### config.mk
export PLATFORM = sky130hd
export DESIGN_NAME = status_light_pattern_sequencer_top_flat
export DESIGN_NICKNAME = d
export VERILOG_FILES = /design/src/rtl/core/slps_pkg.sv /design/src/rtl/core/slps_if.sv /design/src/rtl/core/status_light_pattern_sequencer_top.sv /design/src/flat_wrapper.sv
export SDC_FILE = /design/constraint.sdc
export NUM_CORES = 1
export LEC_CHECK = 0
export BUFFER_PORTS_ARGS = -buffer_cell sky130_fd_sc_hd__buf_2
export CAP_MARGIN = 5
export CORE_MARGIN = 3
export CORE_UTILIZATION = 58
export CTS_BUF_LIST = sky130_fd_sc_hd__clkbuf_2
export DETAILED_ROUTE_END_ITERATION = 12
export PLACE_DENSITY = 0.92
export REMOVE_ABC_BUFFERS = 1
export SKIP_LAST_GASP = 1
export SLEW_MARGIN = 30
export SYNTH_ARGS = -nofsm -noshare
export SYNTH_HDL_FRONTEND = slang
export SYNTH_SLANG_ARGS = --single-unit
### constraint.sdc
create_clock -name i_clk -period 5.5 [get_ports i_clk]
set_input_delay 0.825 -clock i_clk [delete_from_list [all_inputs] [get_ports i_clk]]
set_output_delay 0.825 -clock i_clk [all_outputs]
set_load 0.01 [all_outputs]
### src/rtl/core/slps_pkg.sv
// Shared constants, types and pattern tables of the status light pattern sequencer.
package slps_pkg;

    // Colour codes.
    localparam logic [3:0] C_NONE   = 4'd0;
    localparam logic [3:0] C_BLACK  = 4'd1;
    localparam logic [3:0] C_RED    = 4'd2;
    localparam logic [3:0] C_ORANGE = 4'd3;
    localparam logic [3:0] C_YELLOW = 4'd4;
    localparam logic [3:0] C_GREEN  = 4'd5;
    localparam logic [3:0] C_BLUE   = 4'd6;
    localparam logic [3:0] C_HUB_LO = 4'd2;
    localparam logic [3:0] C_HUB_HI = 4'd8;
    // Placeholders in the Bluetooth table for the two hub colour registers.
    localparam logic [3:0] C_HUB1   = 4'd14;
    localparam logic [3:0] C_HUB2   = 4'd15;

    // Special durations.
    localparam logic [7:0] DUR_REPEAT  = 8'd0;
    localparam logic [7:0] DUR_FOREVER = 8'd255;

    // Pattern lengths, in elements.
    localparam logic [2:0] WARN_LEN = 3'd5;
    localparam logic [3:0] BLE_LEN  = 4'd9;
    localparam logic [1:0] BATT_LEN = 2'd3;

    // Warning indications.
    localparam logic [2:0] WARN_NONE         = 3'd0;
    localparam logic [2:0] WARN_HIGH_CURRENT = 3'd1;
    localparam logic [2:0] WARN_LOW_VOLTAGE  = 3'd2;
    localparam logic [2:0] WARN_SHUTDOWN_REQ = 3'd3;
    localparam logic [2:0] WARN_SHUTDOWN     = 3'd4;
    localparam logic [2:0] WARN_KINDS        = 3'd5;

    // Bluetooth indications.
    localparam logic [1:0] BLE_NONE        = 2'd0;
    localparam logic [1:0] BLE_ADVERTISING = 2'd1;
    localparam logic [1:0] BLE_CONNECTED   = 2'd2;
    localparam logic [1:0] BLE_KINDS       = 2'd3;

    // Battery indications.
    localparam logic [2:0] BATT_DISCHARGING = 3'd0;
    localparam logic [2:0] BATT_CHARGING    = 3'd1;
    localparam logic [2:0] BATT_FULL        = 3'd2;
    localparam logic [2:0] BATT_OVERCHARGE  = 3'd3;
    localparam logic [2:0] BATT_FAULT       = 3'd4;

    // Charger states.
    localparam logic [1:0] CHG_DISCHARGING = 2'd0;
    localparam logic [1:0] CHG_CHARGING    = 2'd1;
    localparam logic [1:0] CHG_COMPLETE    = 2'd2;
    localparam logic [1:0] CHG_FAULT       = 2'd3;

    // Configuration register indexes.
    localparam logic [1:0] REG_SEPARATE_BLE  = 2'd0;
    localparam logic [1:0] REG_SHOW_SD_REQ   = 2'd1;
    localparam logic [1:0] REG_FIRST_HUB     = 2'd2;
    localparam logic [1:0] REG_SECOND_HUB    = 2'd3;

    typedef struct packed {
        logic [3:0] color;
        logic [7:0] dur;
    } t_elem;

    // Warning pattern table.
    function automatic t_elem warn_rom(input logic [2:0] kind, input logic [2:0] step);
        t_elem e;
        e = '{color: C_NONE, dur: DUR_REPEAT};
        case (kind)
            WARN_NONE: begin
                if (step == 3'd0) e = '{color: C_NONE, dur: DUR_FOREVER};
            end
            WARN_HIGH_CURRENT, WARN_LOW_VOLTAGE: begin
                case (step)
                    3'd0, 3'd2: e = '{color: (kind == WARN_HIGH_CURRENT) ? C_RED : C_ORANGE,
                                      dur: 8'd2};
                    3'd1: e = '{color: C_NONE, dur: 8'd2};
                    3'd3: e = '{color: C_NONE, dur: 8'd22};
                    default: e = '{color: C_NONE, dur: DUR_REPEAT};
                endcase
            end
            WARN_SHUTDOWN_REQ: begin
                case (step)
                    3'd0: e = '{color: C_BLACK, dur: 8'd1};
                    3'd1: e = '{color: C_BLUE, dur: 8'd1};
                    default: e = '{color: C_NONE, dur: DUR_REPEAT};
                endcase
            end
            WARN_SHUTDOWN: begin
                if (step == 3'd0) e = '{color: C_BLACK, dur: DUR_FOREVER};
            end
            default: e = '{color: C_NONE, dur: DUR_REPEAT};
        endcase
        return e;
    endfunction

    // Bluetooth pattern table.
    function automatic t_elem ble_rom(input logic [1:0] kind, input logic [3:0] step);
        t_elem e;
        e = '{color: C_NONE, dur: DUR_REPEAT};
        case (kind)
            BLE_NONE: begin
                if (step == 4'd0) e = '{color: C_NONE, dur: DUR_FOREVER};
            end
            BLE_ADVERTISING: begin
                case (step)
                    4'd0: e = '{color: C_HUB1, dur: 8'd3};
                    4'd1: e = '{color: C_BLACK, dur: 8'd5};
                    4'd2: e = '{color: C_HUB2, dur: 8'd3};
                    4'd3: e = '{color: C_BLACK, dur: 8'd12};
                    default: e = '{color: C_NONE, dur: DUR_REPEAT};
                endcase
            end
            BLE_CONNECTED: begin
                case (step)
                    4'd0, 4'd2: e = '{color: C_HUB1, dur: 8'd2};
                    4'd4, 4'd6: e = '{color: C_HUB2, dur: 8'd2};
                    4'd1, 4'd5: e = '{color: C_BLACK, dur: 8'd2};
                    4'd3, 4'd7: e = '{color: C_BLACK, dur: 8'd8};
                    default: e = '{color: C_NONE, dur: DUR_REPEAT};
                endcase
            end
            default: e = '{color: C_NONE, dur: DUR_REPEAT};
        endcase
        return e;
    endfunction

    // Battery pattern table.
    function automatic t_elem batt_rom(input logic [2:0] kind, input logic [1:0] step);
        t_elem e;
        e = '{color: C_NONE, dur: DUR_REPEAT};
        case (kind)
            BATT_DISCHARGING: begin
                if (step == 2'd0) e = '{color: C_NONE, dur: DUR_FOREVER};
            end
            BATT_CHARGING: begin
                if (step == 2'd0) e = '{color: C_RED, dur: DUR_FOREVER};
            end
            BATT_FULL: begin
                if (step == 2'd0) e = '{color: C_GREEN, dur: DUR_FOREVER};
            end
            BATT_OVERCHARGE: begin
                case (step)
                    2'd0: e = '{color: C_GREEN, dur: 8'd56};
                    2'd1: e = '{color: C_BLACK, dur: 8'd4};
                    default: e = '{color: C_NONE, dur: DUR_REPEAT};
                endcase
            end
            BATT_FAULT: begin
                case (step)
                    2'd0: e = '{color: C_YELLOW, dur: 8'd10};
                    2'd1: e = '{color: C_BLACK, dur: 8'd10};
                    default: e = '{color: C_NONE, dur: DUR_REPEAT};
                endcase
            end
            default: e = '{color: C_NONE, dur: DUR_REPEAT};
        endcase
        return e;
    endfunction

endpackage

### src/rtl/core/slps_if.sv
// Valid/ready channel interfaces for status items and colour results.
interface slps_in_if;
    logic       valid;
    logic       ready;
    logic       cmd;
    logic       shutdown;
    logic       shutdown_request;
    logic       high_current;
    logic       low_voltage;
    logic       ble_advertising;
    logic       ble_connected;
    logic       program_running;
    logic [1:0] charger_state;
    logic       battery_full;

    modport source (
        output valid, cmd, shutdown, shutdown_request, high_current, low_voltage,
               ble_advertising, ble_connected, program_running, charger_state,
               battery_full,
        input  ready
    );
    modport sink (
        input  valid, cmd, shutdown, shutdown_request, high_current, low_voltage,
               ble_advertising, ble_connected, program_running, charger_state,
               battery_full,
        output ready
    );
endinterface

interface slps_out_if;
    logic       valid;
    logic       ready;
    logic [3:0] main_color;
    logic       user_control;
    logic [3:0] ble_color;
    logic [3:0] battery_color;

    modport source (
        output valid, main_color, user_control, ble_color, battery_color,
        input  ready
    );
    modport sink (
        input  valid, main_color, user_control, ble_color, battery_color,
        output ready
    );
endinterface

### src/rtl/core/status_light_pattern_sequencer_top.sv
// Top level of the status light pattern sequencer: three pattern players and config port.
//
// The block takes transactions on i_in. A status transaction (cmd 0) re-selects the
// warning and Bluetooth indications and restarts both players when either changes;
// it gives no result. A tick transaction (cmd 1) advances all three players and
// gives one result on o_res with the main, Bluetooth and battery colours and the
// user-control flag.
// Each transaction is captured in an input register and handled from there by a single
// pass of table reads and compares that updates the player state and loads the result
// register. A tick's result passes through the input register and then the result
// register; one transaction is accepted every cycle while no tick waits.
// When the receiver stalls, the result register holds; a status transaction still
// goes through, while a tick waits in the input register, and i_in.ready drops only
// while that tick waits.
// Reset (synchronous, active low) clears all players to their idle indications and
// loads the register defaults. The user must write registers over the APB port only
// while no transaction is in flight; the block itself does not enforce this.
module status_light_pattern_sequencer_top
    import slps_pkg::*;
(
    input  logic        i_clk,
    input  logic        i_rst_n,
    slps_in_if.sink     i_in,
    slps_out_if.source  o_res,
    input  logic        psel,
    input  logic        penable,
    input  logic        pwrite,
    input  logic [3:0]  paddr,
    input  logic [31:0] pwdata,
    output logic [31:0] prdata,
    output logic        pready
);

    typedef struct packed {
        logic       cmd;
        logic       shutdown;
        logic       shutdown_request;
        logic       high_current;
        logic       low_voltage;
        logic       ble_advertising;
        logic       ble_connected;
        logic       program_running;
        logic [1:0] charger_state;
        logic       battery_full;
    } t_in_item;

    typedef struct packed {
        logic [3:0] main_color;
        logic       user_control;
        logic [3:0] ble_color;
        logic [3:0] battery_color;
    } t_out_item;

    typedef struct packed {
        logic [3:0] color;
        logic       adv;
        logic [7:0] ticks;
    } t_play;

    // Hub colour register value, with codes outside the blink range shown as blue.
    function automatic logic [3:0] hub_color(input logic [3:0] v);
        return (v inside {[C_HUB_LO:C_HUB_HI]}) ? v : C_BLUE;
    endfunction

    // One tick of a player on its current element.
    function automatic t_play play(input t_elem e, input logic [7:0] ticks,
                                   input logic [3:0] hub1, input logic [3:0] hub2);
        t_play      p;
        logic [7:0] t1;
        t1 = ticks + 8'd1;
        if (e.color == C_HUB1) begin
            p.color = hub_color(hub1);
        end else if (e.color == C_HUB2) begin
            p.color = hub_color(hub2);
        end else begin
            p.color = e.color;
        end
        p.adv   = 1'b0;
        p.ticks = ticks;
        if (e.dur != DUR_FOREVER) begin
            if (t1 >= e.dur) begin
                p.adv   = 1'b1;
                p.ticks = 8'd0;
            end else begin
                p.ticks = t1;
            end
        end
        return p;
    endfunction

    // Configuration registers.
    logic       r_separate_ble;
    logic       r_show_sd_req;
    logic [3:0] r_first_hub;
    logic [3:0] r_second_hub;

    // Input and result registers.
    logic       r_in_valid;
    t_in_item   r_in;
    logic       r_out_valid;
    t_out_item  r_out;

    // Player state.
    logic [2:0] r_warn_kind,  n_warn_kind;
    logic [2:0] r_warn_step,  n_warn_step;
    logic [7:0] r_warn_ticks, n_warn_ticks;
    logic [1:0] r_ble_kind,   n_ble_kind;
    logic [3:0] r_ble_step,   n_ble_step;
    logic [7:0] r_ble_ticks,  n_ble_ticks;
    logic [2:0] r_batt_kind,  n_batt_kind;
    logic [1:0] r_batt_step,  n_batt_step;
    logic [7:0] r_batt_ticks, n_batt_ticks;

    logic       cfg_write;
    logic       work;
    logic [2:0] sel_warn;
    logic [1:0] sel_ble;
    logic       sel_change;
    t_out_item  n_out;

    // APB register access; writes land in the access cycle.
    assign pready    = 1'b1;
    assign cfg_write = psel && penable && pwrite && pready;

    always_ff @(posedge i_clk) begin
        if (!i_rst_n) begin
            r_separate_ble <= 1'b0;
            r_show_sd_req  <= 1'b1;
            r_first_hub    <= C_BLUE;
            r_second_hub   <= C_BLUE;
        end else if (cfg_write) begin
            case (paddr[3:2])
                REG_SEPARATE_BLE: r_separate_ble <= pwdata[0];
                REG_SHOW_SD_REQ:  r_show_sd_req  <= pwdata[0];
                REG_FIRST_HUB:    r_first_hub    <= pwdata[3:0];
                REG_SECOND_HUB:   r_second_hub   <= pwdata[3:0];
                default: ;
            endcase
        end
    end

    always_comb begin
        case (paddr[3:2])
            REG_SEPARATE_BLE: prdata = {31'd0, r_separate_ble};
            REG_SHOW_SD_REQ:  prdata = {31'd0, r_show_sd_req};
            REG_FIRST_HUB:    prdata = {28'd0, r_first_hub};
            REG_SECOND_HUB:   prdata = {28'd0, r_second_hub};
            default:          prdata = 32'd0;
        endcase
    end

    // The held transaction is handled unless it is a tick facing a full result register.
    assign work       = r_in_valid && (!r_in.cmd || !r_out_valid || o_res.ready);
    assign i_in.ready = !r_in_valid || work;

    // Input register.
    always_ff @(posedge i_clk) begin
        if (!i_rst_n) begin
            r_in_valid <= 1'b0;
        end else if (i_in.ready) begin
            r_in_valid <= i_in.valid;
        end
    end

    always_ff @(posedge i_clk) begin
        if (i_in.ready && i_in.valid) begin
            r_in <= '{cmd: i_in.cmd, shutdown: i_in.shutdown,
                      shutdown_request: i_in.shutdown_request,
                      high_current: i_in.high_current, low_voltage: i_in.low_voltage,
                      ble_advertising: i_in.ble_advertising,
                      ble_connected: i_in.ble_connected,
                      program_running: i_in.program_running,
                      charger_state: i_in.charger_state, battery_full: i_in.battery_full};
        end
    end

    // Indication selection by priority for status transactions.
    always_comb begin
        if (r_in.shutdown) begin
            sel_warn = WARN_SHUTDOWN;
        end else if (r_in.shutdown_request && r_show_sd_req) begin
            sel_warn = WARN_SHUTDOWN_REQ;
        end else if (r_in.high_current) begin
            sel_warn = WARN_HIGH_CURRENT;
        end else if (r_in.low_voltage) begin
            sel_warn = WARN_LOW_VOLTAGE;
        end else begin
            sel_warn = WARN_NONE;
        end
        if (r_in.ble_advertising) begin
            sel_ble = BLE_ADVERTISING;
        end else if (r_in.ble_connected && (r_separate_ble || !r_in.program_running)) begin
            sel_ble = BLE_CONNECTED;
        end else begin
            sel_ble = BLE_NONE;
        end
        sel_change = (sel_warn != r_warn_kind) || (sel_ble != r_ble_kind);
    end

    // Player update and result formation.
    always_comb begin
        logic [2:0] wk;
        logic [1:0] bk;
        logic       restart;
        logic [2:0] ws;
        logic [7:0] wt;
        logic [3:0] bs;
        logic [7:0] bt;
        logic [1:0] as;
        logic [7:0] at;
        logic [2:0] ak;
        t_play      wp;
        t_play      bp;
        t_play      ap;
        logic [3:0] mcol;
        logic [3:0] acol;

        n_warn_kind  = r_warn_kind;
        n_warn_step  = r_warn_step;
        n_warn_ticks = r_warn_ticks;
        n_ble_kind   = r_ble_kind;
        n_ble_step   = r_ble_step;
        n_ble_ticks  = r_ble_ticks;
        n_batt_kind  = r_batt_kind;
        n_batt_step  = r_batt_step;
        n_batt_ticks = r_batt_ticks;

        // Warning player.
        wk      = (r_warn_kind < WARN_KINDS) ? r_warn_kind : WARN_NONE;
        restart = (r_warn_step >= WARN_LEN) || (warn_rom(wk, r_warn_step).dur == DUR_REPEAT);
        ws      = restart ? 3'd0 : r_warn_step;
        wt      = restart ? 8'd0 : r_warn_ticks;
        wp      = play(warn_rom(wk, ws), wt, r_first_hub, r_second_hub);

        // Bluetooth player.
        bk      = (r_ble_kind < BLE_KINDS) ? r_ble_kind : BLE_NONE;
        restart = (r_ble_step >= BLE_LEN) || (ble_rom(bk, r_ble_step).dur == DUR_REPEAT);
        bs      = restart ? 4'd0 : r_ble_step;
        bt      = restart ? 8'd0 : r_ble_ticks;
        bp      = play(ble_rom(bk, bs), bt, r_first_hub, r_second_hub);

        // Battery indication from the charger, restarting its player on change.
        case (r_in.charger_state)
            CHG_CHARGING: ak = r_in.battery_full ? BATT_FULL : BATT_CHARGING;
            CHG_COMPLETE: ak = BATT_OVERCHARGE;
            CHG_FAULT:    ak = BATT_FAULT;
            default:      ak = BATT_DISCHARGING;
        endcase
        as      = (ak != r_batt_kind) ? 2'd0 : r_batt_step;
        at      = (ak != r_batt_kind) ? 8'd0 : r_batt_ticks;
        restart = (as >= BATT_LEN) || (batt_rom(ak, as).dur == DUR_REPEAT);
        if (restart) begin
            as = 2'd0;
            at = 8'd0;
        end
        ap = play(batt_rom(ak, as), at, r_first_hub, r_second_hub);

        mcol = (!r_separate_ble && wp.color == C_NONE) ? bp.color : wp.color;
        acol = (ak == BATT_DISCHARGING) ? C_NONE : ap.color;
        n_out = '{main_color: mcol,
                  user_control: (mcol == C_NONE) && r_in.program_running,
                  ble_color: bp.color, battery_color: acol};

        if (work) begin
            if (!r_in.cmd) begin
                if (sel_change) begin
                    n_warn_kind  = sel_warn;
                    n_warn_step  = 3'd0;
                    n_warn_ticks = 8'd0;
                    n_ble_kind   = sel_ble;
                    n_ble_step   = 4'd0;
                    n_ble_ticks  = 8'd0;
                end
            end else begin
                n_warn_step  = wp.adv ? ws + 3'd1 : ws;
                n_warn_ticks = wp.ticks;
                n_ble_step   = bp.adv ? bs + 4'd1 : bs;
                n_ble_ticks  = bp.ticks;
                n_batt_kind  = ak;
                if (ak == BATT_DISCHARGING) begin
                    // A discharging battery holds its player where it stands, or resets it on entering.
                    n_batt_step  = (ak != r_batt_kind) ? 2'd0 : r_batt_step;
                    n_batt_ticks = (ak != r_batt_kind) ? 8'd0 : r_batt_ticks;
                end else begin
                    n_batt_step  = ap.adv ? as + 2'd1 : as;
                    n_batt_ticks = ap.ticks;
                end
            end
        end
    end

    // Player state registers.
    always_ff @(posedge i_clk) begin
        if (!i_rst_n) begin
            r_warn_kind  <= WARN_NONE;
            r_warn_step  <= 3'd0;
            r_warn_ticks <= 8'd0;
            r_ble_kind   <= BLE_NONE;
            r_ble_step   <= 4'd0;
            r_ble_ticks  <= 8'd0;
            r_batt_kind  <= BATT_DISCHARGING;
            r_batt_step  <= 2'd0;
            r_batt_ticks <= 8'd0;
        end else begin
            r_warn_kind  <= n_warn_kind;
            r_warn_step  <= n_warn_step;
            r_warn_ticks <= n_warn_ticks;
            r_ble_kind   <= n_ble_kind;
            r_ble_step   <= n_ble_step;
            r_ble_ticks  <= n_ble_ticks;
            r_batt_kind  <= n_batt_kind;
            r_batt_step  <= n_batt_step;
            r_batt_ticks <= n_batt_ticks;
        end
    end

    // Result register.
    always_ff @(posedge i_clk) begin
        if (!i_rst_n) begin
            r_out_valid <= 1'b0;
        end else if (work && r_in.cmd) begin
            r_out_valid <= 1'b1;
        end else if (o_res.ready) begin
            r_out_valid <= 1'b0;
        end
    end

    always_ff @(posedge i_clk) begin
        if (work && r_in.cmd) begin
            r_out <= n_out;
        end
    end

    assign o_res.valid         = r_out_valid;
    assign o_res.main_color    = r_out.main_color;
    assign o_res.user_control  = r_out.user_control;
    assign o_res.ble_color     = r_out.ble_color;
    assign o_res.battery_color = r_out.battery_color;

    // A status transaction never creates a result.
    a_status_no_result: assert property (@(posedge i_clk) disable iff (!i_rst_n)
        (r_in_valid && !r_in.cmd && !r_out_valid) |=> !r_out_valid)
        else $error("status transaction produced a result");

    // A tick that is handled always leaves a result behind.
    a_tick_result: assert property (@(posedge i_clk) disable iff (!i_rst_n)
        (r_in_valid && r_in.cmd && (!r_out_valid || o_res.ready)) |=> r_out_valid)
        else $error("handled tick left no result");

    // A tick blocked by a stalled receiver must not move the players.
    a_stall_holds: assert property (@(posedge i_clk) disable iff (!i_rst_n)
        (r_in_valid && r_in.cmd && r_out_valid && !o_res.ready)
        |=> ($stable(r_warn_step) && $stable(r_warn_ticks) && $stable(r_ble_step)
             && $stable(r_batt_step)))
        else $error("players advanced during a stall");

    // A changed indication restarts both players.
    a_restart: assert property (@(posedge i_clk) disable iff (!i_rst_n)
        (work && !r_in.cmd && sel_change)
        |=> (r_warn_step == 3'd0 && r_warn_ticks == 8'd0 && r_ble_step == 4'd0
             && r_ble_ticks == 8'd0))
        else $error("indication change did not restart the players");

endmodule
### src/flat_wrapper.sv
// flat-port wrapper written by rule: the top's interface ports become plain ports
module status_light_pattern_sequencer_top_flat import slps_pkg::*;
  (i_clk, i_rst_n, psel, penable, pwrite, paddr, pwdata, prdata, pready, i_in_valid, i_in_cmd, i_in_shutdown, i_in_shutdown_request, i_in_high_current, i_in_low_voltage, i_in_ble_advertising, i_in_ble_connected, i_in_program_running, i_in_charger_state, i_in_battery_full, i_in_ready, o_res_valid, o_res_main_color, o_res_user_control, o_res_ble_color, o_res_battery_color, o_res_ready);
  slps_in_if i_in_i ();
  slps_out_if o_res_i ();
  input  logic i_clk;
  input  logic i_rst_n;
  input  logic psel;
  input  logic penable;
  input  logic pwrite;
  input  logic [3:0] paddr;
  input  logic [31:0] pwdata;
  output logic [31:0] prdata;
  output logic pready;
  input wire logic [$bits(i_in_i.valid)-1:0] i_in_valid;
  input wire logic [$bits(i_in_i.cmd)-1:0] i_in_cmd;
  input wire logic [$bits(i_in_i.shutdown)-1:0] i_in_shutdown;
  input wire logic [$bits(i_in_i.shutdown_request)-1:0] i_in_shutdown_request;
  input wire logic [$bits(i_in_i.high_current)-1:0] i_in_high_current;
  input wire logic [$bits(i_in_i.low_voltage)-1:0] i_in_low_voltage;
  input wire logic [$bits(i_in_i.ble_advertising)-1:0] i_in_ble_advertising;
  input wire logic [$bits(i_in_i.ble_connected)-1:0] i_in_ble_connected;
  input wire logic [$bits(i_in_i.program_running)-1:0] i_in_program_running;
  input wire logic [$bits(i_in_i.charger_state)-1:0] i_in_charger_state;
  input wire logic [$bits(i_in_i.battery_full)-1:0] i_in_battery_full;
  output wire logic [$bits(i_in_i.ready)-1:0] i_in_ready;
  output wire logic [$bits(o_res_i.valid)-1:0] o_res_valid;
  output wire logic [$bits(o_res_i.main_color)-1:0] o_res_main_color;
  output wire logic [$bits(o_res_i.user_control)-1:0] o_res_user_control;
  output wire logic [$bits(o_res_i.ble_color)-1:0] o_res_ble_color;
  output wire logic [$bits(o_res_i.battery_color)-1:0] o_res_battery_color;
  input wire logic [$bits(o_res_i.ready)-1:0] o_res_ready;
  assign i_in_i.valid = i_in_valid;
  assign i_in_i.cmd = i_in_cmd;
  assign i_in_i.shutdown = i_in_shutdown;
  assign i_in_i.shutdown_request = i_in_shutdown_request;
  assign i_in_i.high_current = i_in_high_current;
  assign i_in_i.low_voltage = i_in_low_voltage;
  assign i_in_i.ble_advertising = i_in_ble_advertising;
  assign i_in_i.ble_connected = i_in_ble_connected;
  assign i_in_i.program_running = i_in_program_running;
  assign i_in_i.charger_state = i_in_charger_state;
  assign i_in_i.battery_full = i_in_battery_full;
  assign i_in_ready = i_in_i.ready;
  assign o_res_valid = o_res_i.valid;
  assign o_res_main_color = o_res_i.main_color;
  assign o_res_user_control = o_res_i.user_control;
  assign o_res_ble_color = o_res_i.ble_color;
  assign o_res_battery_color = o_res_i.battery_color;
  assign o_res_i.ready = o_res_ready;
  status_light_pattern_sequencer_top u_core (.i_clk(i_clk), .i_rst_n(i_rst_n), .i_in(i_in_i), .o_res(o_res_i), .psel(psel), .penable(penable), .pwrite(pwrite), .paddr(paddr), .pwdata(pwdata), .prdata(prdata), .pready(pready));
endmodule
==> flow_summary.yaml, run 1 <==
worst_hold_path:
  hold_class: "in2reg"
  min_delay_worst_endpoint: "u_core.r_in[1]"
  depth_of_the_worst_hold_timing_path: 1
  holdCritStartpoint: "i_in_charger_state[0]"
cts:
  tritoncts: "yes"
  cts_max_level: 3
  clock-root-buffer: "sky130_fd_sc_hd__clkbuf_2"
  clock_insertion_delay_worst_skew_ns: 0.57
  post-cts-setup-buffers: 0
  cts.hold.buffers_added: 0
  cts_resized: 0
  cts.clk_slew.worst_paths_ns: 0.24
  clock-sinks: 78
  cts_made_buffers: 9
  clk_path_buf_depth: 2
setup_path:
  critPathMaxStageDelay_ns: 0.51
  setup.worst_path.class: "reg2reg"
  cells_traversed_along_the_worst_timing_path: "inv_1, ha_1, or4b_4, a311oi_4, and2_2, inv_1, ha_1, nand2_1, nor2_1, inv_2, ha_1, a21oi_1, o21ai_0, a21oi_1, nor2_1, nor2_2, a31oi_1, a211oi_1"
  worst_setup_path_end_kind: "flop"
  cp.required_ns: 6.00
  start_kind: "flop"
  path_max_fanout: 13
  worst-r2r-setup-slack_ns: 0.47
  critPathArrivalTime_ns: 5.53
  critical_path.slowest_cell: "sky130_fd_sc_hd__dfxtp_1"
  crit_top_cell: "sky130_fd_sc_hd__ha_1"
  rr_worst_depth: 18
  critical_path.reg2reg.endpoint: "u_core.r_ble_ticks[6]"
  worstReg2RegStart: "u_core.r_ble_kind[0]"
synthesis:
  synth_async_sr_flop_share_pct: 0
  synthesis.area_sq_um: 5380
  syn-mean-instance-area_sq_um: 8.59
  synth_fa_ha_area_share_pct: 9.53
  yosys-mux-area-fraction_pct: 4.65
  postSynthRegisterBits: 78
  postSynthCellCount: 626
  seq_area_frac_synth_pct: 33.3
  yosys_warnings: 0
  synth_largest_type_area_fraction_pct: 20.5
  synth_top_family_by_area: "simple AND/OR/NAND/NOR gates"
  post-synth-top-area-cell: "sky130_fd_sc_hd__dfxtp_1"
  synth-main-ff-cell: "sky130_fd_sc_hd__dfxtp_1"
  xor_xnor_fraction_of_synth_area_pct: 2.93
  ranking_of_synthesized_cells_by_area: "sky130_fd_sc_hd__dfxtp_1 20%, sky130_fd_sc_hd__edfxtp_1 13%, sky130_fd_sc_hd__ha_1 9.5%, sky130_fd_sc_hd__nor2_1 4.9%, sky130_fd_sc_hd__buf_4 4.3%"
  synth_compound_gate_area_share_pct: 18.8
  post_synth_and_or_nand_nor_area_fraction_pct: 23.2
  synth_cell_type_count: 76
  synth_edf_count: 23
drt:
  drc: 0
  avgViaCountPerCell: 6.10
  route.vias.total: 4734
  route.antenna.remaining_nets: 0
  drt_pass1_iterations: 5
  drt-wirelength-per-cell_um: 15.6
  detail_route.iter0.violations: 372
  detail_route.wirelength_mm: 12.1
timing:
  clock-skew-final_ns: 0.0155
  min_period_ns: 5.03
  min_period_over_period_pct: 91.5
  post-route-worst-setup-slack_ns: 0.470
  timing.slew.headroom_pct: 49.3
  timing.final.setup_violations: 0
  report.final.slew_viol_count: 0
  worst-slew-pin-transition_ns: 0.759
  report.final.hold_viol_count: 0
  fmax_ghz: 0.199
  tns_ns: 0
  rsz0062_at_grt: "no"
grt:
  grt_usage_pct: 23.8
  first_global_vias: 4549
  largest_net_degree_at_the_start_of_global_routing: 30
  grt_antenna_before_repair: 0
  grt_residual_overflow: 0
  grt_first_pass_wirelength_mm: 20.1
place:
  gpl.final_weighted_congestion: 0.981
  dp_hpwl_mm: 9.07
  io_buffers: 41
  pre_cts_ws_ns: 0.613
power:
  irDropWorstVdd_mv: 0.141
  power_density_nw_per_um2: 192
  static-leakage-power_nw: 2.36
die:
  die-width_um: 102
  pin_count: 102
  placeableCoreArea_sq_um: 8850
  die_height_um: 102
  floorplan.rows: 34
  die-area_sq_um: 10500
  start_util_pct: 60.8
status:
  run_status: "complete, no violations"
final_layout:
  layout-drive-gt1-share_pct: 13.9
  nets: 758
  flow.area_growth_from_synthesis_pct: 5.49
  fillers: 684
  insertedDiodeCount: 0
job:
  max-cap-violations: 0
==> cells in the mapped netlist, types with 3 or more instances <==
cell,number
sky130_fd_sc_hd__nor2_1,70
sky130_fd_sc_hd__nand2_1,56
sky130_fd_sc_hd__dfxtp_1,55
sky130_fd_sc_hd__a21oi_1,42
sky130_fd_sc_hd__ha_1,41
sky130_fd_sc_hd__buf_4,31
sky130_fd_sc_hd__o21ai_0,25
sky130_fd_sc_hd__edfxtp_1,23
sky130_fd_sc_hd__inv_1,22
sky130_fd_sc_hd__nand3_1,20
sky130_fd_sc_hd__mux2i_1,19
sky130_fd_sc_hd__clkbuf_1,14
sky130_fd_sc_hd__nand2b_1,14
sky130_fd_sc_hd__nor3_1,12
sky130_fd_sc_hd__and2_1,11
sky130_fd_sc_hd__and3_1,11
sky130_fd_sc_hd__a31oi_1,10
sky130_fd_sc_hd__nand4_1,10
sky130_fd_sc_hd__nor2b_1,10
sky130_fd_sc_hd__a211oi_1,9
sky130_fd_sc_hd__xnor2_1,9
sky130_fd_sc_hd__xor2_1,9
sky130_fd_sc_hd__o21ai_1,6
sky130_fd_sc_hd__o31ai_1,6
sky130_fd_sc_hd__a32o_1,5
sky130_fd_sc_hd__nor3b_1,5
sky130_fd_sc_hd__o21a_1,5
sky130_fd_sc_hd__or3_1,5
sky130_fd_sc_hd__a21o_1,4
sky130_fd_sc_hd__and2_2,3
sky130_fd_sc_hd__o211ai_1,3
sky130_fd_sc_hd__or2_2,3
==> power breakdown <==
| group | internal [W] | total (W) | switching, W |
|---|---|---|---|
| Sequential | 0.000606 | 0.000618 | 0.0000128 |
| Combinational | 0.0000435 | 0.000127 | 0.0000837 |
| Clock | 0.000113 | 0.000342 | 0.000229 |
==> cells by family (layout without fill, tap and decap cells) <==
kind of cell,Yosys count,in the layout
XOR/XNOR,18,18
multiplexers,23,23
adder cells (fa/ha/maj),41,41
flip-flops,78,78
other,2,33
AO/OA/AOI/OAI,144,144
buffers and inverters,73,84
AND/OR/NAND/NOR,247,247
==> critical path, delay by kind of cell (launching register included) <==
kind	cells	cell delay, ns
AOI/OAI and AO/OA	6	1.52
buffers and inverters	3	0.45
adders and majority gates	3	0.88
DFF	1	0.51
and+or+nand+nor	6	1.60
==> placed cells by master, fill, tap and decap left out, drive strengths merged, types with 3 or more instances in the layout <==
cell / Yosys / final
a211oi: 9 / 9
a21o: 4 / 4
a21oi: 42 / 42
a31oi: 10 / 10
a32o: 5 / 5
and2: 14 / 14
and3: 11 / 11
buf: 33 / 43
clkbuf: 15 / 9
clkinv: 2 / 5
conb: 2 / 33
dfxtp: 55 / 55
edfxtp: 23 / 23
ha: 41 / 41
inv: 23 / 26
mux2: 3 / 3
mux2i: 19 / 19
nand2: 58 / 58
nand2b: 14 / 14
nand3: 20 / 20
nand4: 10 / 10
nor2: 71 / 71
nor2b: 10 / 10
nor3: 12 / 12
nor3b: 5 / 5
nor4: 3 / 3
o211ai: 4 / 4
o21a: 5 / 5
o21ai: 33 / 33
o31ai: 6 / 6
or2: 3 / 3
or3: 5 / 5
xnor2: 9 / 9
xor2: 9 / 9
==> metal layers <==
metal | vias to the layer above | routed length [um] | share of wire, % | global-route usage (%)
met4 | 0 | 216 | 1.8 | 9.28
met1 | 2203 | 4950 | 41 | 27.6
met2 | 230 | 6230 | 51 | 42.8
met3 | 34 | 724 | 6.0 | 4.91
met5 | - | 0 | 0 | 0
li1 | 2267 | - | - | -
==> area by class of cell <==
class	instances	area, sq um	share of cell area, %
well taps	108	135	2.38
flip-flops and latches	78	1790	31.6
clock inverters	7	81.3	1.43
inverters	25	93.8	1.65
clock buffers	9	45.0	0.794
multi-input cells	506	3310	58.3
repair buffers	43	220	3.88
==> how the worst max path moves through the flow <==
stage / from / endpoint / slack, ns / depth (start not counted)
after floorplan: u_core.r_ble_kind[0] / flop / 1.21 / 18
after global placement: u_core.r_ble_kind[0] / flop / 0.75 / 18
after detailed placement: u_core.r_ble_kind[0] / u_core.r_ble_ticks[4] / 0.61 / 18
after CTS: u_core.r_ble_kind[0] / u_core.r_ble_ticks[4] / 0.56 / 18
after global routing: u_core.r_in[2] / u_core.r_batt_ticks[5] / 0.06 / 17
final: u_core.r_ble_kind[0] / u_core.r_ble_ticks[6] / 0.47 / 18
==> state kept, by name, summed over array words and instances, names as in the netlist, named ones only <==
signal	flops
u_core.r_ble_kind	2
u_core.r_batt_step	2
u_core.r_first_hub	4
u_core.o_res.battery_color	3
u_core.r_warn_ticks	8
u_core.r_batt_ticks	8
u_core.r_separate_ble	1
u_core.o_res.user_control	1
u_core.r_warn_kind	3
u_core.r_ble_ticks	8
u_core.o_res.valid	1
u_core.r_in_valid	1
u_core.r_ble_step	4
u_core.o_res.ble_color	4
u_core.r_warn_step	3
u_core.r_second_hub	4
u_core.r_show_sd_req	1
u_core.r_in	11
u_core.o_res.main_color	4
u_core.r_batt_kind	3
==> per-stage QoR <==
stage               std cells  hold slack [ns]  utilization [%]  power [W]  area (sq um)
finish                    776            0.411             64.1    0.00109          5680
global route              776            0.354             64.1    0.00113          5680
CTS                       776            0.404             64.1    0.00109          5680
detailed placement        760            0.480             62.7   0.000754          5550
global placement          760            0.469             62.6   0.000747          5540
floorplan                 609            0.457                -   0.000711          5190
(Power assumes the default switching activity.)
==> inputs of run 2 (changes only) <==
ABC_AREA = 1   (was unset)
CORE_UTILIZATION = 59   (was 58)
PLACE_DENSITY = 0.93   (was 0.92)
==> run 2 against run 1 <==
Net effect:
- maximum frequency grew 2.1%
- routed wire length grew 5.6%
- utilization grew 0.45 points
- critical endpoint is now u_core.r_ble_ticks[2]
- largest cell class unchanged
==> flow_summary.yaml, run 2 <==
power:
  part_of_the_power_in_registers_pct: 56.7
  irDropWorstVdd_mv: 0.198
  p_comb_share_pct: 20.0
  cell_internal_pwr_w: 0.000742
  power_density_nw_per_um2: 183
  static-leakage-power_nw: 2.86
  p_sw_w: 0.000359
  switching_share_pct: 32.6
  p_clk_share_pct: 23.3
job:
  max-cap-violations: 0
grt:
  first_global_vias: 4987
  grt_usage_pct: 23.5
  largest_net_degree_at_the_start_of_global_routing: 34
  grt_antenna_before_repair: 0
  grt_first_pass_wirelength_mm: 21.9
  grt_residual_overflow: 0
cts:
  tritoncts: "yes"
  cts_resized: 0
  clock-root-buffer: "sky130_fd_sc_hd__clkbuf_2"
  clock_insertion_delay_worst_skew_ns: 0.51
  cts.clk_slew.worst_paths_ns: 0.21
  post-cts-setup-buffers: 0
  clock-sinks: 78
  clk_path_buf_depth: 2
  cts_max_level: 3
  cts.hold.buffers_added: 0
  cts_made_buffers: 9
final_layout:
  nets: 951
  mostFrequentLayoutCells: "175 x sky130_fd_sc_hd__nand2_1, 120 x sky130_fd_sc_hd__inv_1, 69 x sky130_fd_sc_hd__a21oi_1"
  largest_register_ff_count: 11
  insertedDiodeCount: 0
  registers.top_by_ff_count: "u_core.r_in"
  layout.cells.most_common: "sky130_fd_sc_hd__nand2_1"
  layout-drive-gt1-share_pct: 12.7
  final_util_pct: 64.6
  fillers: 777
  flow.area_growth_from_synthesis_pct: 5.09
drt:
  route.vias.total: 5388
  met1_length_mm: 5.67
  met2WireLength_mm: 6.07
  detail_route.iter0.violations: 414
  wl_met3_um: 792
  route.antenna.remaining_nets: 0
  drc: 0
  topRoutingLayerUsed: "met4"
  detail_route.wirelength_mm: 12.8
  drt-wirelength-per-cell_um: 12.9
  drt_pass1_iterations: 5
  avgViaCountPerCell: 5.44
die:
  floorplan.rows: 35
  die-area_sq_um: 10900
  die-width_um: 105
  placeableCoreArea_sq_um: 9330
  die_height_um: 105
  pin_count: 102
  start_util_pct: 61.5
timing:
  timing.final.setup_violations: 0
  min_period_over_period_pct: 89.6
  clock-skew-final_ns: 0.0376
  report.final.hold_viol_count: 0
  fmax_ghz: 0.203
  timing.slew.headroom_pct: 46.4
  report.final.slew_viol_count: 0
  min_period_ns: 4.93
  worst-slew-pin-transition_ns: 0.802
  tns_ns: 0
  rsz0062_at_grt: "no"
setup_path:
  cells_traversed_along_the_worst_timing_path: "inv_1, ha_1, nand2_1, inv_1, nor2_1, nand2_1, nor2_1, inv_1, ha_1, nand4_1, buf_4, clkinv_1, a31oi_1, ha_1, nand2_1, o21ai_0, nand2_1, o2111ai_1, nand2_1, inv_1, nor2_1, o211ai_1, a21oi_1"
  worst_setup_path_end_kind: "flop"
  cp.required_ns: 5.94
  rr_worst_depth: 23
  worstReg2RegStart: "u_core.r_ble_kind[0]"
  crit_top_cell: "sky130_fd_sc_hd__nand2_1"
  setup.worst_path.class: "reg2reg"
  path_max_fanout: 15
  start_kind: "flop"
  critical_path.top_delay_family: "simple AND/OR/NAND/NOR gates"
  critical_path.slowest_cell: "sky130_fd_sc_hd__dfxtp_1"
  critPathArrivalTime_ns: 5.36
  timing.critical_path.depth: 23
  crit_start: "u_core.r_ble_kind[0]"
  endpoint: "u_core.r_ble_ticks[2]"
  timing.critical_path.buf_inv: 6
  worst-r2r-setup-slack_ns: 0.57
  critical_path.reg2reg.endpoint: "u_core.r_ble_ticks[2]"
  critPathMaxStageDelay_ns: 0.42
place:
  dp_hpwl_mm: 9.63
  io_buffers: 41
  gpl.final_weighted_congestion: 0.942
synthesis:
  synth_async_sr_flop_share_pct: 0
  seq_area_frac_synth_pct: 31.3
  postSynthRegisterBits: 78
  synth-main-ff-cell: "sky130_fd_sc_hd__dfxtp_1"
  synth_cell_type_count: 50
  synth_edf_count: 23
  yosys_warnings: 0
  post-synth-top-area-cell: "sky130_fd_sc_hd__dfxtp_1"
  synth_most_common_cell: "sky130_fd_sc_hd__nand2_1"
  ys_top_cells_by_count: "175 x sky130_fd_sc_hd__nand2_1, 122 x sky130_fd_sc_hd__inv_1, 69 x sky130_fd_sc_hd__a21oi_1"
  synthesis.area_sq_um: 5730
  syn-mean-instance-area_sq_um: 7.01
  ranking_of_synthesized_cells_by_area: "sky130_fd_sc_hd__dfxtp_1 19%, sky130_fd_sc_hd__edfxtp_1 12%, sky130_fd_sc_hd__nand2_1 11%, sky130_fd_sc_hd__ha_1 8.9%, sky130_fd_sc_hd__inv_1 8.0%"
  synth_largest_type_area_fraction_pct: 19.2
  postSynthCellCount: 818
worst_hold_path:
  hold_class: "reg2reg"
status:
  run_status: "complete, no violations"
run 2: cell count changes after synthesis, sizes merged, moves of 10 or more:
cell	change
nand2	+128
inv	+107
mux2i	-19
a21oi	+30
nor2b	-10
o21ai	+14
and3	-11
o211ai	+12
nand2b	-14
nand3	+38
and2	-13
run 2: per-stage QoR:
stage	hold slack, ns	cell area [sq um]	total power [W]	setup slack, ns	std cells
floorplan	0.441	5540	0.000787	1.46	800
global placement	0.453	5940	0.000842	0.931	974
detailed placement	0.458	5940	0.000851	0.762	974
CTS	0.467	6020	0.00110	0.674	990
global route	0.446	6020	0.00116	0.0435	990
finish	0.481	6020	0.00110	0.573	990
run 2: power by group through the flow:
stage	clock [W]	sequential (W)	combinational (W)
final	0.000257	0.000624	0.000221
after global routing	0.000284	0.000627	0.000250
after CTS	0.000260	0.000624	0.000217
after detailed placement	0	0.000636	0.000215
after global placement	0	0.000635	0.000207
after floorplan	0	0.000635	0.000153
run 2: worst register-to-register path: stages (launching register included):
cell                        delay (ns)
sky130_fd_sc_hd__dfxtp_1          0.42
sky130_fd_sc_hd__inv_1            0.13
sky130_fd_sc_hd__ha_1             0.21
sky130_fd_sc_hd__nand2_1          0.20
sky130_fd_sc_hd__inv_1            0.11
sky130_fd_sc_hd__nor2_1           0.13
sky130_fd_sc_hd__nand2_1          0.29
sky130_fd_sc_hd__nor2_1           0.38
sky130_fd_sc_hd__inv_1            0.16
sky130_fd_sc_hd__ha_1             0.26
sky130_fd_sc_hd__nand4_1          0.10
sky130_fd_sc_hd__buf_4            0.22
sky130_fd_sc_hd__clkinv_1         0.28
sky130_fd_sc_hd__a31oi_1          0.32
sky130_fd_sc_hd__ha_1             0.30
sky130_fd_sc_hd__nand2_1          0.10
sky130_fd_sc_hd__o21ai_0          0.10
sky130_fd_sc_hd__nand2_1          0.06
sky130_fd_sc_hd__o2111ai_1        0.09
sky130_fd_sc_hd__nand2_1          0.21
sky130_fd_sc_hd__inv_1            0.11
sky130_fd_sc_hd__nor2_1           0.39
sky130_fd_sc_hd__o211ai_1         0.17
sky130_fd_sc_hd__a21oi_1          0.16
run 2: worst min-delay path by stage:
| stage | slack [ns] | depth (start not counted) | end | startpoint |
|---|---|---|---|---|
| after floorplan | 0.44 | 2 | u_core.r_ble_step[3] | u_core.r_ble_step[3] |
| after global placement | 0.45 | 2 | u_core.r_warn_ticks[1] | u_core.r_warn_ticks[1] |
| after detailed placement | 0.46 | 2 | u_core.r_ble_ticks[6] | u_core.r_ble_ticks[6] |
| after CTS | 0.47 | 1 | u_core.r_in[1] | i_in_charger_state[0] |
| after global routing | 0.45 | 1 | u_core.r_in[3] | i_in_program_running |
| final | 0.48 | 2 | u_core.r_batt_ticks[6] | u_core.r_batt_ticks[6] |
run 2: logic make-up after synthesis:
kind of cell,synth area share [%]
AOI/OAI and AO/OA,15.8
xor gates and xnor gates,1.53
adders and majority gates,8.95
buffers and inverters,14.0
DFF,31.3
other,0.131
and+or+nand+nor,28.3
run 2: final cells by class:
class	instances	area [sq um]	area share [%]
multi-input cells	590	3260	54.0
flip-flops and latches	78	1790	29.7
inverters	132	497	8.25
repair buffers	45	235	3.90
well taps	129	161	2.68
clock buffers	12	60.1	0.997
clock inverters	4	23.8	0.395
run 2: routing by layer:
metal  up-vias  GRT usage, %
met4         0          7.97
met3        37          4.14
met2       198          39.9
li1       2701             -
met1      2452          30.3
met5         -             0
==> inputs of run 3 (changes only) <==
CORE_UTILIZATION = 57   (was 59)
CTS_BUF_LIST = unset   (was sky130_fd_sc_hd__clkbuf_2)
CTS_CLUSTER_DIAMETER = 100   (was unset)
PLACE_DENSITY = 0.9   (was 0.93)
==> run 3 against run 2 <==
Net effect:
- power increased by 10%
- global-route usage decreased by 0.37 points
- cell count decreased by 0.10%
==> flow_summary.yaml, run 3 (synthesis gave the netlist of run 2 again) <==
status:
  run_status: "complete, no violations"
final_layout:
  ff_latch_area_sq_um: 1790
  registers.top_by_ff_count: "u_core.r_in"
  mostFrequentLayoutCells: "175 x sky130_fd_sc_hd__nand2_1, 120 x sky130_fd_sc_hd__inv_1, 69 x sky130_fd_sc_hd__a21oi_1"
  flow.area_growth_from_synthesis_pct: 6.26
  nets: 950
  layout-drive-gt1-share_pct: 12.2
  fillers: 811
  final_cell_area_sq_um: 6090
  multi_input_comb_area_sq_um: 3260
  layout.cells.most_common: "sky130_fd_sc_hd__nand2_1"
  insertedDiodeCount: 0
  largest_register_ff_count: 11
die:
  die_height_um: 106
  die-width_um: 106
  die-area_sq_um: 11300
  start_util_pct: 60.3
  pin_count: 102
  floorplan.rows: 35
  placeableCoreArea_sq_um: 9500
timing:
  tns_ns: 0
  worst-slew-pin-transition_ns: 0.897
  timing.final.setup_violations: 0
  min_period_ns: 4.69
  fin_hold_ws_ns: 0.468
  report.final.slew_viol_count: 0
  post-route-worst-setup-slack_ns: 0.812
  clock-skew-final_ns: 0.0118
  min_period_over_period_pct: 85.2
  report.final.hold_viol_count: 0
  fmax_ghz: 0.213
  timing.slew.headroom_pct: 40.1
  rsz0062_at_grt: "no"
drt:
  route.vias.total: 5277
  detail_route.iter0.violations: 398
  avgViaCountPerCell: 5.34
  drt-wirelength-per-cell_um: 12.9
  route.antenna.remaining_nets: 0
  drc: 0
  detail_route.wirelength_mm: 12.8
  drt_pass1_iterations: 5
cts:
  clock-root-buffer: "sky130_fd_sc_hd__clkbuf_8"
  cts.clk_slew.worst_paths_ns: 0.08
  cts_made_buffers: 9
  cts_max_level: 3
  post-cts-setup-buffers: 0
  tritoncts: "yes"
  cts_resized: 0
  clock_insertion_delay_worst_skew_ns: 0.35
  cts.hold.buffers_added: 0
  clk_path_buf_depth: 2
  clock-sinks: 78
grt:
  grt_residual_overflow: 0
  grt_antenna_before_repair: 0
  grt_first_pass_wirelength_mm: 21.7
  grt_usage_pct: 23.2
  largest_net_degree_at_the_start_of_global_routing: 34
  first_global_vias: 4959
setup_path:
  critical_path.slowest_cell: "sky130_fd_sc_hd__dfxtp_1"
  critPathArrivalTime_ns: 4.97
  cp.required_ns: 5.78
  path_max_fanout: 14
  timing.critical_path.buf_inv: 5
  critical_path.top_delay_family: "simple AND/OR/NAND/NOR gates"
  setup.worst_path.class: "reg2reg"
  critPathMaxStageDelay_ns: 0.43
  cells_traversed_along_the_worst_timing_path: "inv_1, ha_1, nand2_1, inv_1, nor2_1, nand2_1, nor2_1, inv_1, ha_1, nand4_1, clkinv_1, a31oi_1, ha_1, a21oi_1, o21ai_0, nand2_1, o2111ai_1, nand2_1, inv_1, nor2_1, o211ai_1, a21oi_1"
  worst_setup_path_end_kind: "flop"
  start_kind: "flop"
place:
  dp_hpwl_mm: 9.30
  pre_cts_ws_ns: 0.974
  gpl.final_weighted_congestion: 0.923
  post_detailed_placement_cell_area_sq_um: 5930
  io_buffers: 41
power:
  static-leakage-power_nw: 2.87
  power_density_nw_per_um2: 200
  irDropWorstVdd_mv: 0.188
job:
  max-cap-violations: 0
worst_hold_path:
  hold_class: "reg2reg"
-- run 3: power breakdown --
part / internal, W / switching [W] / total (W)
Clock: 0.000161 / 0.000214 / 0.000375
Sequential: 0.000610 / 0.0000124 / 0.000623
Combinational: 0.0000659 / 0.000154 / 0.000219
-- run 3: layout make-up --
| cell class | instances | share of cell area (%) |
|---|---|---|
| Multi-Input combinational cell | 590 | 53.4 |
| Sequential cell | 78 | 29.4 |
| Inverter | 132 | 8.15 |
| Timing Repair Buffer | 44 | 3.74 |
| Tap cell | 129 | 2.65 |
| Clock buffer | 11 | 2.16 |
| Clock inverter | 5 | 0.452 |
-- run 3: through the flow --
stage	utilization [%]	instances	total power (W)
6_report	64.1	989	0.00122
5_1_grt	64.1	989	0.00127
4_1_cts	64.1	989	0.00121
3_5_place_dp	62.4	973	0.000850
3_3_place_gp	62.4	973	0.000843
2_1_floorplan	-	800	0.000787
-- run 3: final timing paths --
check	start	endpoint	slack (ns)	cells past startpoint
min	u_core.r_batt_ticks[1]	u_core.r_batt_ticks[1]	0.47	2
max	u_core.r_ble_kind[1]	u_core.r_ble_ticks[2]	0.81	22
min reg2reg	u_core.r_batt_ticks[1]	u_core.r_batt_ticks[1]	0.47	2
max reg2reg	u_core.r_ble_kind[1]	u_core.r_ble_ticks[2]	0.81	22
-- run 3: layer usage --
metal	track usage, %	vias up	share of wire, %
met1	29.9	2379	45
met2	39.6	185	48
met5	0	-	0
met4	7.31	0	1.5
li1	-	2695	-
met3	3.58	18	6.2
-- run 3: worst min-delay path: stages (launching register included) --
cell,delay (ns)
sky130_fd_sc_hd__dfxtp_1,0.32
sky130_fd_sc_hd__nand2_1,0.06
sky130_fd_sc_hd__a21oi_1,0.05
